File: config.mk
export PLATFORM = sky130hd
export DESIGN_NAME = nearest_resampler_pan_gain_unit
export DESIGN_NICKNAME = d
export VERILOG_FILES = /design/src/hdl/nrpg_pkg.sv /design/src/hdl/nrpg_ctrl.sv /design/src/hdl/nrpg_datapath.sv /design/src/hdl/nearest_resampler_pan_gain_unit.sv
export SDC_FILE = /design/constraint.sdc
export NUM_CORES = 2
export LEC_CHECK = 0
export BUFFER_PORTS_ARGS = -buffer_cell sky130_fd_sc_hd__buf_2
export CORE_MARGIN = 4
export CORE_UTILIZATION = 41
export CTS_BUF_LIST = sky130_fd_sc_hd__clkbuf_4
export DETAILED_ROUTE_END_ITERATION = 10
export HOLD_SLACK_MARGIN = 0.15
export PLACE_DENSITY = 0.64
export SETUP_SLACK_MARGIN = 0.15
export SYNTH_ARGS = -nofsm -noshare
export SYNTH_HDL_FRONTEND = slang
export SYNTH_SLANG_ARGS = --single-unit
File: constraint.sdc
create_clock -name i_clk -period 16.7 [get_ports i_clk]
set_input_delay 1.67 -clock i_clk [delete_from_list [all_inputs] [get_ports i_clk]]
set_output_delay 1.67 -clock i_clk [all_outputs]
set_load 0.005 [all_outputs]
File: src/hdl/nrpg_pkg.sv
package nrpg_pkg;

    localparam int SAMPLE_BITS     = 16;
    localparam int PHASE_FRAC_BITS = 16;

    // Configuration register file
    localparam int CFG_INDEX_W = 2;
    localparam int CFG_DATA_W  = 21;
    localparam int STEP_W      = 21;
    localparam int VOL_W       = 16;
    localparam int PAN_W       = 16;

    localparam logic [CFG_INDEX_W-1:0] CFG_RATE_STEP = 2'd0;
    localparam logic [CFG_INDEX_W-1:0] CFG_VOLUME    = 2'd1;
    localparam logic [CFG_INDEX_W-1:0] CFG_PAN       = 2'd2;
    localparam logic [CFG_INDEX_W-1:0] CFG_MONO      = 2'd3;

    localparam logic [VOL_W-1:0] VOL_UNITY = 16'd32768;

    // Phase holds values below 17 times one
    localparam int PHASE_W = PHASE_FRAC_BITS + 5;
    localparam int CMP_W   = (STEP_W > PHASE_W) ? STEP_W : PHASE_W;

    localparam logic [PHASE_W-1:0] PHASE_ONE = PHASE_W'(1) << PHASE_FRAC_BITS;
    localparam logic [CMP_W-1:0]   STEP_MIN  = CMP_W'(1) << (PHASE_FRAC_BITS - 6);
    localparam logic [CMP_W-1:0]   STEP_MAX  = CMP_W'(1) << (PHASE_FRAC_BITS + 4);
    localparam logic [STEP_W-1:0]  STEP_RESET = STEP_W'(PHASE_ONE);

    localparam int MAX_OUT = 64;
    localparam int CNT_W   = $clog2(MAX_OUT);
    localparam logic [CNT_W-1:0] CNT_LAST = CNT_W'(MAX_OUT - 1);

    // Gain is at most 2^30
    localparam int GAIN_W = 31;
    localparam int PROD_W = SAMPLE_BITS + GAIN_W + 1;

    typedef logic signed [SAMPLE_BITS-1:0] t_sample;

    typedef struct packed {
        logic load;
        logic mult;
        logic round;
        logic drop;
        logic adv;
    } t_dp_cmd;

    typedef struct packed {
        logic phase_ge_one;
        logic last;
    } t_dp_status;

endpackage

File: src/hdl/nrpg_ctrl.sv
module nrpg_ctrl
    import nrpg_pkg::*;
(
    input  logic       i_clk,
    input  logic       i_rst_n,
    input  logic       i_in_valid,
    output logic       o_in_ready,
    output logic       o_out_valid,
    input  logic       i_out_ready,
    input  t_dp_status i_status,
    output t_dp_cmd    o_cmd
);

    typedef enum logic [3:0] {
        S_IDLE  = 4'b0001,
        S_MULT  = 4'b0010,
        S_ROUND = 4'b0100,
        S_EMIT  = 4'b1000
    } t_state;

    t_state r_state;
    t_state n_state;

    always_ff @(posedge i_clk) begin
        if (!i_rst_n) begin
            r_state <= S_IDLE;
        end else begin
            r_state <= n_state;
        end
    end

    always_comb begin
        n_state     = r_state;
        o_cmd       = '0;
        o_in_ready  = 1'b0;
        o_out_valid = 1'b0;
        unique case (r_state)
            S_IDLE: begin
                o_in_ready = 1'b1;
                if (i_in_valid) begin
                    o_cmd.load = 1'b1;
                    n_state    = S_MULT;
                end
            end
            S_MULT: begin
                o_cmd.mult = 1'b1;
                n_state    = S_ROUND;
            end
            S_ROUND: begin
                o_cmd.round = 1'b1;
                // phase at or past one: no output for this frame
                if (i_status.phase_ge_one) begin
                    o_cmd.drop = 1'b1;
                    n_state    = S_IDLE;
                end else begin
                    n_state = S_EMIT;
                end
            end
            S_EMIT: begin
                o_out_valid = 1'b1;
                if (i_out_ready) begin
                    o_cmd.adv = 1'b1;
                    if (i_status.last) begin
                        n_state = S_IDLE;
                    end
                end
            end
            default: begin
                n_state = S_IDLE;
            end
        endcase
    end

endmodule

File: src/hdl/nrpg_datapath.sv
module nrpg_datapath
    import nrpg_pkg::*;
(
    input  logic                   i_clk,
    input  logic                   i_rst_n,
    input  logic                   i_cfg_write,
    input  logic [CFG_INDEX_W-1:0] i_cfg_index,
    input  logic [CFG_DATA_W-1:0]  i_cfg_data,
    input  t_sample                i_sample_left,
    input  t_sample                i_sample_right,
    input  t_dp_cmd                i_cmd,
    output t_dp_status             o_status,
    output t_sample                o_out_left,
    output t_sample                o_out_right
);

    logic [STEP_W-1:0] r_rate_step;
    logic [VOL_W-1:0]  r_volume;
    logic [PAN_W-1:0]  r_pan;
    logic              r_mono;

    always_ff @(posedge i_clk) begin
        if (!i_rst_n) begin
            r_rate_step <= STEP_RESET;
            r_volume    <= VOL_UNITY;
            r_pan       <= '0;
            r_mono      <= 1'b0;
        end else if (i_cfg_write) begin
            unique case (i_cfg_index)
                CFG_RATE_STEP: r_rate_step <= i_cfg_data[STEP_W-1:0];
                CFG_VOLUME:    r_volume    <= i_cfg_data[VOL_W-1:0];
                CFG_PAN:       r_pan       <= i_cfg_data[PAN_W-1:0];
                CFG_MONO:      r_mono      <= i_cfg_data[0];
                default:       r_mono      <= r_mono;
            endcase
        end
    end

    // Gain terms from the configuration
    logic [VOL_W-1:0]        vol_c;
    logic signed [PAN_W+1:0] pan_ext;
    logic signed [PAN_W+1:0] pl_s;
    logic signed [PAN_W+1:0] pr_s;
    logic [VOL_W-1:0]        pl_c;
    logic [VOL_W-1:0]        pr_c;
    logic [2*VOL_W-1:0]      gl_full;
    logic [2*VOL_W-1:0]      gr_full;
    logic [CMP_W-1:0]        step_ext;
    logic [CMP_W-1:0]        step_c;

    always_comb begin
        vol_c   = (r_volume > VOL_UNITY) ? VOL_UNITY : r_volume;
        pan_ext = {{2{r_pan[PAN_W-1]}}, r_pan};
        pl_s    = $signed({2'b00, VOL_UNITY}) - pan_ext;
        pr_s    = $signed({2'b00, VOL_UNITY}) + pan_ext;
        // clamp pan gains to zero .. unity
        if (pl_s < 0) begin
            pl_c = '0;
        end else if (pl_s > $signed({2'b00, VOL_UNITY})) begin
            pl_c = VOL_UNITY;
        end else begin
            pl_c = pl_s[VOL_W-1:0];
        end
        if (pr_s < 0) begin
            pr_c = '0;
        end else if (pr_s > $signed({2'b00, VOL_UNITY})) begin
            pr_c = VOL_UNITY;
        end else begin
            pr_c = pr_s[VOL_W-1:0];
        end
        gl_full  = vol_c * pl_c;
        gr_full  = vol_c * pr_c;
        step_ext = CMP_W'(r_rate_step);
        if (step_ext < STEP_MIN) begin
            step_c = STEP_MIN;
        end else if (step_ext > STEP_MAX) begin
            step_c = STEP_MAX;
        end else begin
            step_c = step_ext;
        end
    end

    t_sample             r_sl;
    t_sample             r_sr;
    logic [GAIN_W-1:0]   r_gl;
    logic [GAIN_W-1:0]   r_gr;
    logic [PHASE_W-1:0]  r_step;
    logic signed [PROD_W-1:0] r_pl;
    logic signed [PROD_W-1:0] r_pr;
    t_sample             r_out_left;
    t_sample             r_out_right;

    function automatic t_sample round_sat(input logic signed [PROD_W-1:0] p);
        logic signed [PROD_W-1:0]        sum;
        logic signed [SAMPLE_BITS+1:0]   r;
        t_sample                         res;
        sum = p + (PROD_W'(1) <<< 29);
        r   = sum[PROD_W-1:30];
        if ((r[SAMPLE_BITS+1:SAMPLE_BITS-1] == 3'b000)
                || (r[SAMPLE_BITS+1:SAMPLE_BITS-1] == 3'b111)) begin
            res = r[SAMPLE_BITS-1:0];
        end else if (r[SAMPLE_BITS+1]) begin
            res = {1'b1, {(SAMPLE_BITS-1){1'b0}}};
        end else begin
            res = {1'b0, {(SAMPLE_BITS-1){1'b1}}};
        end
        return res;
    endfunction

    always_ff @(posedge i_clk) begin
        if (i_cmd.load) begin
            r_sl   <= i_sample_left;
            r_sr   <= r_mono ? i_sample_left : i_sample_right;
            r_gl   <= gl_full[GAIN_W-1:0];
            r_gr   <= gr_full[GAIN_W-1:0];
            r_step <= step_c[PHASE_W-1:0];
        end
        if (i_cmd.mult) begin
            r_pl <= $signed(r_sl) * $signed({1'b0, r_gl});
            r_pr <= $signed(r_sr) * $signed({1'b0, r_gr});
        end
        if (i_cmd.round) begin
            r_out_left  <= round_sat(r_pl);
            r_out_right <= round_sat(r_pr);
        end
    end

    // Phase accumulator and output run counter
    logic [PHASE_W-1:0] r_phase;
    logic [PHASE_W-1:0] n_phase;
    logic [CNT_W-1:0]   r_cnt;
    logic [PHASE_W-1:0] phase_sum;
    logic               sum_ge_one;

    always_comb begin
        phase_sum  = r_phase + r_step;
        sum_ge_one = (phase_sum >= PHASE_ONE);
        o_status.phase_ge_one = (r_phase >= PHASE_ONE);
        o_status.last         = sum_ge_one || (r_cnt == CNT_LAST);
        n_phase = r_phase;
        if (i_cmd.drop) begin
            n_phase = r_phase - PHASE_ONE;
        end else if (i_cmd.adv) begin
            if (!o_status.last) begin
                n_phase = phase_sum;
            end else if (sum_ge_one) begin
                n_phase = phase_sum - PHASE_ONE;
            end else begin
                // run cut short by the count limit
                n_phase = '0;
            end
        end
    end

    always_ff @(posedge i_clk) begin
        if (!i_rst_n) begin
            r_phase <= '0;
        end else begin
            r_phase <= n_phase;
        end
    end

    always_ff @(posedge i_clk) begin
        if (i_cmd.load) begin
            r_cnt <= '0;
        end else if (i_cmd.adv) begin
            r_cnt <= r_cnt + CNT_W'(1);
        end
    end

    assign o_out_left  = r_out_left;
    assign o_out_right = r_out_right;

endmodule

File: src/hdl/nearest_resampler_pan_gain_unit.sv
// Flow: an accepted input frame is multiplied (MULT) and rounded (ROUND), then EMIT presents its
// n = 0..64 output frames; a new input frame is accepted only in idle, after the run ends.
// Output frames leave one per cycle while the output side takes them (i_out_ready); the emit loop
// of the controller and the two-stage gain multiply shape this flow.
// Reset (synchronous, active low): configuration registers return to their defaults
// (unity step, unity volume, center pan, stereo), phase clears, controller idles.
module nearest_resampler_pan_gain_unit
    import nrpg_pkg::*;
(
    input  logic                   i_clk,
    input  logic                   i_rst_n,
    input  logic                   i_cfg_valid,
    output logic                   o_cfg_ready,
    input  logic [CFG_INDEX_W-1:0] i_cfg_index,
    input  logic [CFG_DATA_W-1:0]  i_cfg_data,
    input  logic                   i_in_valid,
    output logic                   o_in_ready,
    input  t_sample                i_sample_left,
    input  t_sample                i_sample_right,
    output logic                   o_out_valid,
    input  logic                   i_out_ready,
    output t_sample                o_out_left,
    output t_sample                o_out_right,
    output logic                   o_run_last
);

    t_dp_cmd    cmd;
    t_dp_status status;

    assign o_cfg_ready = 1'b1;

    nrpg_ctrl u_ctrl (
        .i_clk       (i_clk),
        .i_rst_n     (i_rst_n),
        .i_in_valid  (i_in_valid),
        .o_in_ready  (o_in_ready),
        .o_out_valid (o_out_valid),
        .i_out_ready (i_out_ready),
        .i_status    (status),
        .o_cmd       (cmd)
    );

    nrpg_datapath u_datapath (
        .i_clk          (i_clk),
        .i_rst_n        (i_rst_n),
        .i_cfg_write    (i_cfg_valid),
        .i_cfg_index    (i_cfg_index),
        .i_cfg_data     (i_cfg_data),
        .i_sample_left  (i_sample_left),
        .i_sample_right (i_sample_right),
        .i_cmd          (cmd),
        .o_status       (status),
        .o_out_left     (o_out_left),
        .o_out_right    (o_out_right)
    );

    assign o_run_last = status.last;

endmodule
## After elaboration in Yosys (flattened, before gate mapping)

Cells that the tools add are included.

| word-level totals | value |
|---|---|
| register bits after elaboration | 328 |
| word-level logic and storage cells | 93 |

| cells by class | value |
|---|---|
| add/sub/neg operators | 8 |
| $mul | 4 |
| magnitude comparators | 9 |
| equal/unequal tests | 13 |
| muxes and demuxes | 29 |
| reductions and logical operators | 13 |

Operators with widths:

| kind | count |
|---|---|
| 16-bit 2-to-1 mux | 10 |
| 21-bit 2-to-1 mux | 5 |
| 48-bit by 31-bit adder with 48-bit output (second input constant) | 2 |
| 16-bit by 32-bit multiplier with 48-bit output | 2 |
| 16-bit by 16-bit multiplier with 31-bit output | 2 |
| 21-bit by 17-bit greater-or-equal comparator with 1-bit output (second input constant) | 2 |
| 21-bit by 17-bit subtractor with 21-bit output (second input constant) | 2 |
| 18-bit by 17-bit > comparator with 1-bit output (second input constant) | 2 |
| 18-bit by 1-bit < comparator with 1-bit output (second input constant) | 2 |
| 21-bit adder | 1 |
| 21-bit > comparator (second input constant) | 1 |
| 21-bit by 11-bit < comparator with 1-bit output (second input constant) | 1 |
| 17-bit by 16-bit adder with 18-bit output (first input constant) | 1 |
| 17-bit by 16-bit subtractor with 18-bit output (first input constant) | 1 |
| 16-bit > comparator (second input constant) | 1 |
| 4-bit 2-to-1 mux | 4 |
| 4-bit one-hot mux with 4 select lines | 1 |
| 1-bit 2-to-1 mux | 8 |
| 2-bit AND reduction | 4 |
| 6-bit by 1-bit adder with 6-bit output (second input constant) | 1 |
| 3-bit == test (second input constant) | 2 |
| 6-bit == test (second input constant) | 1 |
| 3-bit zero test | 2 |
| 2-bit inequality test (second input constant) | 3 |
| other kinds (12) | 15 |

## Logic depth before layout (Yosys ltp)

| depth | value |
|---|---|
| depth after elaboration | 6 |
| depth in mapped cells | 34 |

## By module

Synthesis repeated with hierarchy kept, for this count alone.

| unflattened totals | value |
|---|---|
| cell total of the unflattened synthesis | 6365 |
| area, all modules | 58135.8 sq um |

Modules (own cells, without submodules):

| module | instances | cells each | area each (sq um) |
|---|---|---|---|
| nrpg_datapath | 1 | 6341 | 57904.3 |
| nrpg_ctrl | 1 | 22 | 220.2 |
| nearest_resampler_pan_gain_unit | 1 | 2 | 11.3 |

## Worst setup path after synthesis

No wires, ideal clock.

| timing | value |
|---|---|
| path type | register to register |
| start | register u_datapath.r_pan[6] |
| end | register u_datapath.r_gl[29] (data pin) |
| arrival | 7978 ps |
| slack | 8453 ps |
| cell stages (with the launch flop) | 32 |
| buffers on the path | 2 |
| cells stage by stage | dfxtp_1 buf_2 or4_4 nor4_2 nand3b_1 nor3_1 a21oi_1 nor3_1 a31oi_1 o41ai_4 nor3b_4 buf_4 nand2_1 fa_1 fa_1 fa_1 inv_1 ha_1 fa_1 inv_1 fa_1 inv_1 ha_1 a2111oi_0 o21ai_0 a41oi_1 o31ai_1 o41a_1 a41oi_1 nor3b_1 o31ai_1 xor2_1 |

| between the ends | value |
|---|---|
| longest elaborated chain between the ends | 5 |
| elaborated cells on any way between the ends | 6 |
| classes of those cells | 1 x add/sub; 1 x mul; 2 x order compare; 2 x mux |

Ends and longest elaborated chain:

| item | RTL line | source |
|---|---|---|
| start: declaration | nrpg_datapath.sv:19 | `logic [PAN_W-1:0] r_pan;` |
| start signal: assignment | nrpg_datapath.sv:32 | `CFG_PAN: r_pan <= i_cfg_data[PAN_W-1:0];` |
| 17-bit by 16-bit subtractor with 18-bit output (*) | nrpg_datapath.sv:54 | `pl_s = $signed({2'b00, VOL_UNITY}) - pan_ext;` |
| 18-bit by 17-bit > comparator with 1-bit output | nrpg_datapath.sv:59 | `end else if (pl_s > $signed({2'b00, VOL_UNITY})) begin` |
| 16-bit 2-to-1 mux | nrpg_datapath.sv:59 |  |
| 16-bit 2-to-1 mux (*) | nrpg_datapath.sv:57 | `if (pl_s < 0) begin` |
| 16-bit by 16-bit multiplier with 31-bit output (*) | nrpg_datapath.sv:71 | `gl_full = vol_c * pl_c;` |
| via u_datapath.gl_full[29] | nrpg_datapath.sv:46 | `logic [2*VOL_W-1:0] gl_full;` |
| end signal: assignment | nrpg_datapath.sv:114 | `r_gl <= gl_full[GAIN_W-1:0];` |
| end: declaration | nrpg_datapath.sv:85 | `logic [GAIN_W-1:0] r_gl;` |

The timed path passes the listed nets; every way through them passes the cells marked *.
A chain may end at the register's enable or synchronous reset.

## Worst setup path in the final report

| timing | value |
|---|---|
| start | register u_datapath.r_pan[0] |
| end | register u_datapath.r_gl[29] (data pin) |

The elaborated chain is that of the path after synthesis.

==> results.sh <==
export IMPL_tightest_slew_ns=1.244
export IMPL_core_mm2=0.1419
export IMPL_start_kind="register"
export IMPL_p_per_area_mw_per_mm2=185.5
export IMPL_die_h_um=386.4
export IMPL_min_period_ns=9.685
export IMPL_vias=42880
export IMPL_p_switching_mw=5.942
export IMPL_drtAntennaViolNets=0
export IMPL_maxCapViolCount=0
export IMPL_avgViaCountPerCell=5.127
export IMPL_die_w_um=386.4
export IMPL_cp_max_fo=26
export IMPL_relSlewSlack_pct=16.67
export IMPL_layout_nets=8187
export IMPL_clk_pin_slew_ns=0.06
export IMPL_grt_pass1_vias=46510
export IMPL_worst_setup_path_end_kind="register"
export IMPL_cp_common_cell="fa_1"
export IMPL_synth_warnings=0
export IMPL_synth_seq_cells=270
export IMPL_gr_total_overflow=0
export IMPL_synth_yosys_seq_area_share_pct=12.36
export IMPL_crit_path_top_delay_cell="nor3b_4"
export IMPL_antenna_found_initial=5
export IMPL_crit_arrival_ns=10.37
export IMPL_htree_levels=3
export IMPL_setup_viol=0
export IMPL_hp_class="reg2reg"
export IMPL_io_pins=96
export IMPL_rsz0062_at_grt="false"
export IMPL_hold_violations=0
export IMPL_tns_ns=0
export IMPL_syn_area_per_cell_um2=9.099
export IMPL_synth_cells=6453
export IMPL_synth_enable_flop_cells=185
export IMPL_cts_resized=0
export IMPL_maxSlewViolCount=0
export IMPL_fill_cells=13870
export IMPL_area_growth_pct=5.572
export IMPL_pwr_share_clk_pct=5.7
export IMPL_ir_worst_vdd_v=0.0004091
export IMPL_synth_main_ff_cell="edfxtp_1"
export IMPL_combPwrFrac_pct=83.5
export IMPL_fin_crit_sh_pct=57.99
export IMPL_drc_errors=0
export IMPL_drive_above_1_share_pct=5.428
export IMPL_cp_top_family="adder cells"
export IMPL_seqPwrFrac_pct=10.8
export IMPL_syn_nets=8233
export IMPL_post_cts_setup_buffer_count=0
export IMPL_grt_pass1_wl_um=244300
export IMPL_cp_slowest_stage_delay_ns=0.67
export IMPL_yosys_top_cells_area="fa_1, ha_1, edfxtp_1"
export IMPL_io_buffers=94
export IMPL_die_area_mm2=0.1493
export IMPL_cts_tree="built"
export IMPL_place_hpwl_um=112400
export IMPL_leakagePower_nw=29.31
export IMPL_netlist_top_cell_by_area="fa_1"
export IMPL_rows=138
export IMPL_synth_area_mm2=0.05872
export IMPL_grt_max_degree=78
export IMPL_clk_latency_ns=1.02
export IMPL_drt_iter0_markers=2919
export IMPL_place_gp_congestion=0.8882
export IMPL_first_pass_iters=5
export IMPL_cts_max_path_buffers=3
export IMPL_swShare_pct=51.67
export IMPL_ys_async_sr_fraction_pct=0
export IMPL_synth_top_area_share_pct=40.68
export IMPL_internal_power_mw=5.558
export IMPL_finClkSkew_ns=0.07982
export IMPL_status="finished clean"
export IMPL_synth_cell_types=80
export IMPL_initial_core_util_pct=41.37
export IMPL_cts_root_buf="clkbuf_4"
export IMPL_required_ns=17.39
export IMPL_fmax_mhz=103.3
export IMPL_wl_um=146200
export IMPL_clock_sinks=270
export IMPL_grt_usage_pct=20.17
export IMPL_routedWlPerCell_um=17.49
export IMPL_whs_ns=0.4741
export IMPL_cts_buffers=82
export IMPL_critPathKind="reg2reg"
export IMPL_critical_path_buf_inv_count=5
export IMPL_ctsHoldBuffers=0
-- worst paths after layout --
kind | depth (start not counted) | to | startpoint | slack (ns)
worst min-delay path | 2 | u_datapath.r_cnt[1] | u_datapath.r_cnt[1] | 0.47
worst max-delay path | 31 | u_datapath.r_gl[29] | u_datapath.r_pan[0] | 7.01
worst max register to register | 31 | u_datapath.r_gl[29] | u_datapath.r_pan[0] | 7.01
worst min register to register | 2 | u_datapath.r_cnt[1] | u_datapath.r_cnt[1] | 0.47
-- cells in the final DEF, fill, tap and decap left out, types with 18 or more instances in the layout --
| master | synthesis | layout |
|---|---|---|
| a21boi_0 | 53 | 53 |
| a21o_1 | 59 | 59 |
| a21oi_1 | 117 | 117 |
| and2_1 | 372 | 371 |
| and3_1 | 46 | 46 |
| buf_2 | 11 | 94 |
| buf_4 | 3 | 70 |
| clkbuf_4 | 0 | 108 |
| clkinv_1 | 0 | 19 |
| dfxtp_1 | 85 | 85 |
| edfxtp_1 | 185 | 185 |
| fa_1 | 1193 | 1193 |
| ha_1 | 527 | 527 |
| inv_1 | 1370 | 1370 |
| mux2_2 | 18 | 18 |
| nand2_1 | 1108 | 1108 |
| nand2b_1 | 85 | 85 |
| nand3_1 | 66 | 66 |
| nand4_1 | 18 | 18 |
| nor2_1 | 297 | 297 |
| nor2b_1 | 26 | 20 |
| nor3_1 | 36 | 36 |
| o21a_1 | 19 | 19 |
| o21ai_0 | 97 | 97 |
| o21bai_1 | 21 | 21 |
| xnor2_1 | 106 | 106 |
| xor2_1 | 53 | 53 |
-- cells in the mapped netlist, types with 19 or more instances --
library cell     n
xor2_1          53
a21oi_1        117
o21bai_1        21
xnor2_1        106
o21a_1          19
nand2_1       1108
nand3_1         66
ha_1           527
clkbuf_1       277
nand2b_1        85
nor3_1          36
fa_1          1193
dfxtp_1         85
nor2b_1         26
and3_1          46
edfxtp_1       185
nor2_1         297
a21boi_0        53
o21ai_0         97
a21o_1          59
and2_1         372
inv_1         1370
-- power by group through the flow --
stage / sequential, mW / combinational (mW) / clock [mW]
global route: 1.25 / 11.1 / 0.723
finish: 1.24 / 9.61 / 0.656
global placement: 1.25 / 9.42 / 0
detailed placement: 1.25 / 9.60 / 0
floorplan: 1.18 / 7.31 / 0
CTS: 1.23 / 9.70 / 0.691
-- kinds of logic after synthesis --
logic type,synth area share (%)
buf+inv,10.72
simple gates,16.74
other cells,0.006387
fa+ha+maj,51.91
flops,12.36
mux,0.3793
xor+xnor,2.372
compound gates,5.519
-- registers in the layout, indices dropped and copies added (netlist names) --
| signal | cells |
|---|---|
| u_datapath.r_pan | 16 |
| u_datapath.r_sr | 16 |
| u_datapath.r_sl | 16 |
| u_datapath.r_gl | 31 |
| u_datapath.r_cnt | 6 |
| u_datapath.r_pl | 19 |
| u_datapath.r_volume | 16 |
| u_datapath.o_out_left | 16 |
| u_datapath.r_gr | 31 |
| u_datapath.o_out_right | 16 |
| u_datapath.r_phase | 21 |
| u_datapath.r_pr | 19 |
| u_datapath.r_mono | 1 |
| u_ctrl.r_state | 4 |
| u_datapath.r_step | 21 |
| u_datapath.r_rate_step | 21 |
-- cell type report --
cell class	instances	area, um2	share of cell area [%]
Timing Repair Buffer	164	996.0	1.607
Sequential cell	270	7257	11.71
Antenna cell	6	15.01	0.02422
Clock inverter	36	202.7	0.3270
Tap cell	1890	2365	3.815
Multi-Input combinational cell	4519	45200	72.92
Clock buffer	108	810.8	1.308
Inverter	1370	5142	8.296
-- tightest hold or removal path, delay by kind of cell, from the launching register on --
kind | cells | cell delay (ns)
DFF | 1 | 0.32
and+or+nand+nor | 1 | 0.05
AOI/OAI and AO/OA | 1 | 0.05
-- metrics by stage --
| step | power [mW] | cell area [um2] | worst slack, ns | utilization (%) | instances |
|---|---|---|---|---|---|
| 6_report | 11.50 | 61990 | 7.015 | 43.67 | 8363 |
| 5_1_grt | 13.11 | 61980 | 6.329 | 43.67 | 8361 |
| 4_1_cts | 11.63 | 61970 | 7.084 | 43.66 | 8357 |
| 3_5_place_dp | 10.85 | 60960 | 7.112 | 42.95 | 8213 |
| 3_3_place_gp | 10.66 | 60960 | 7.266 | 42.95 | 8213 |
| 2_1_floorplan | 8.491 | 58720 | 8.453 | - | 6453 |
-- per-layer routing --
layer / wire length [um] / global-route usage (%) / vias up / share of wire (%)
met3: 11950 / 4.493 / 256 / 8.2
met4: 4424 / 6.304 / 0 / 3.0
li1: - / - / 19420 / -
met5: 0 / 0 / - / 0
met1: 63050 / 27.39 / 21810 / 43
met2: 66820 / 32.26 / 1395 / 46
Power figures use the tool's default switching activity.
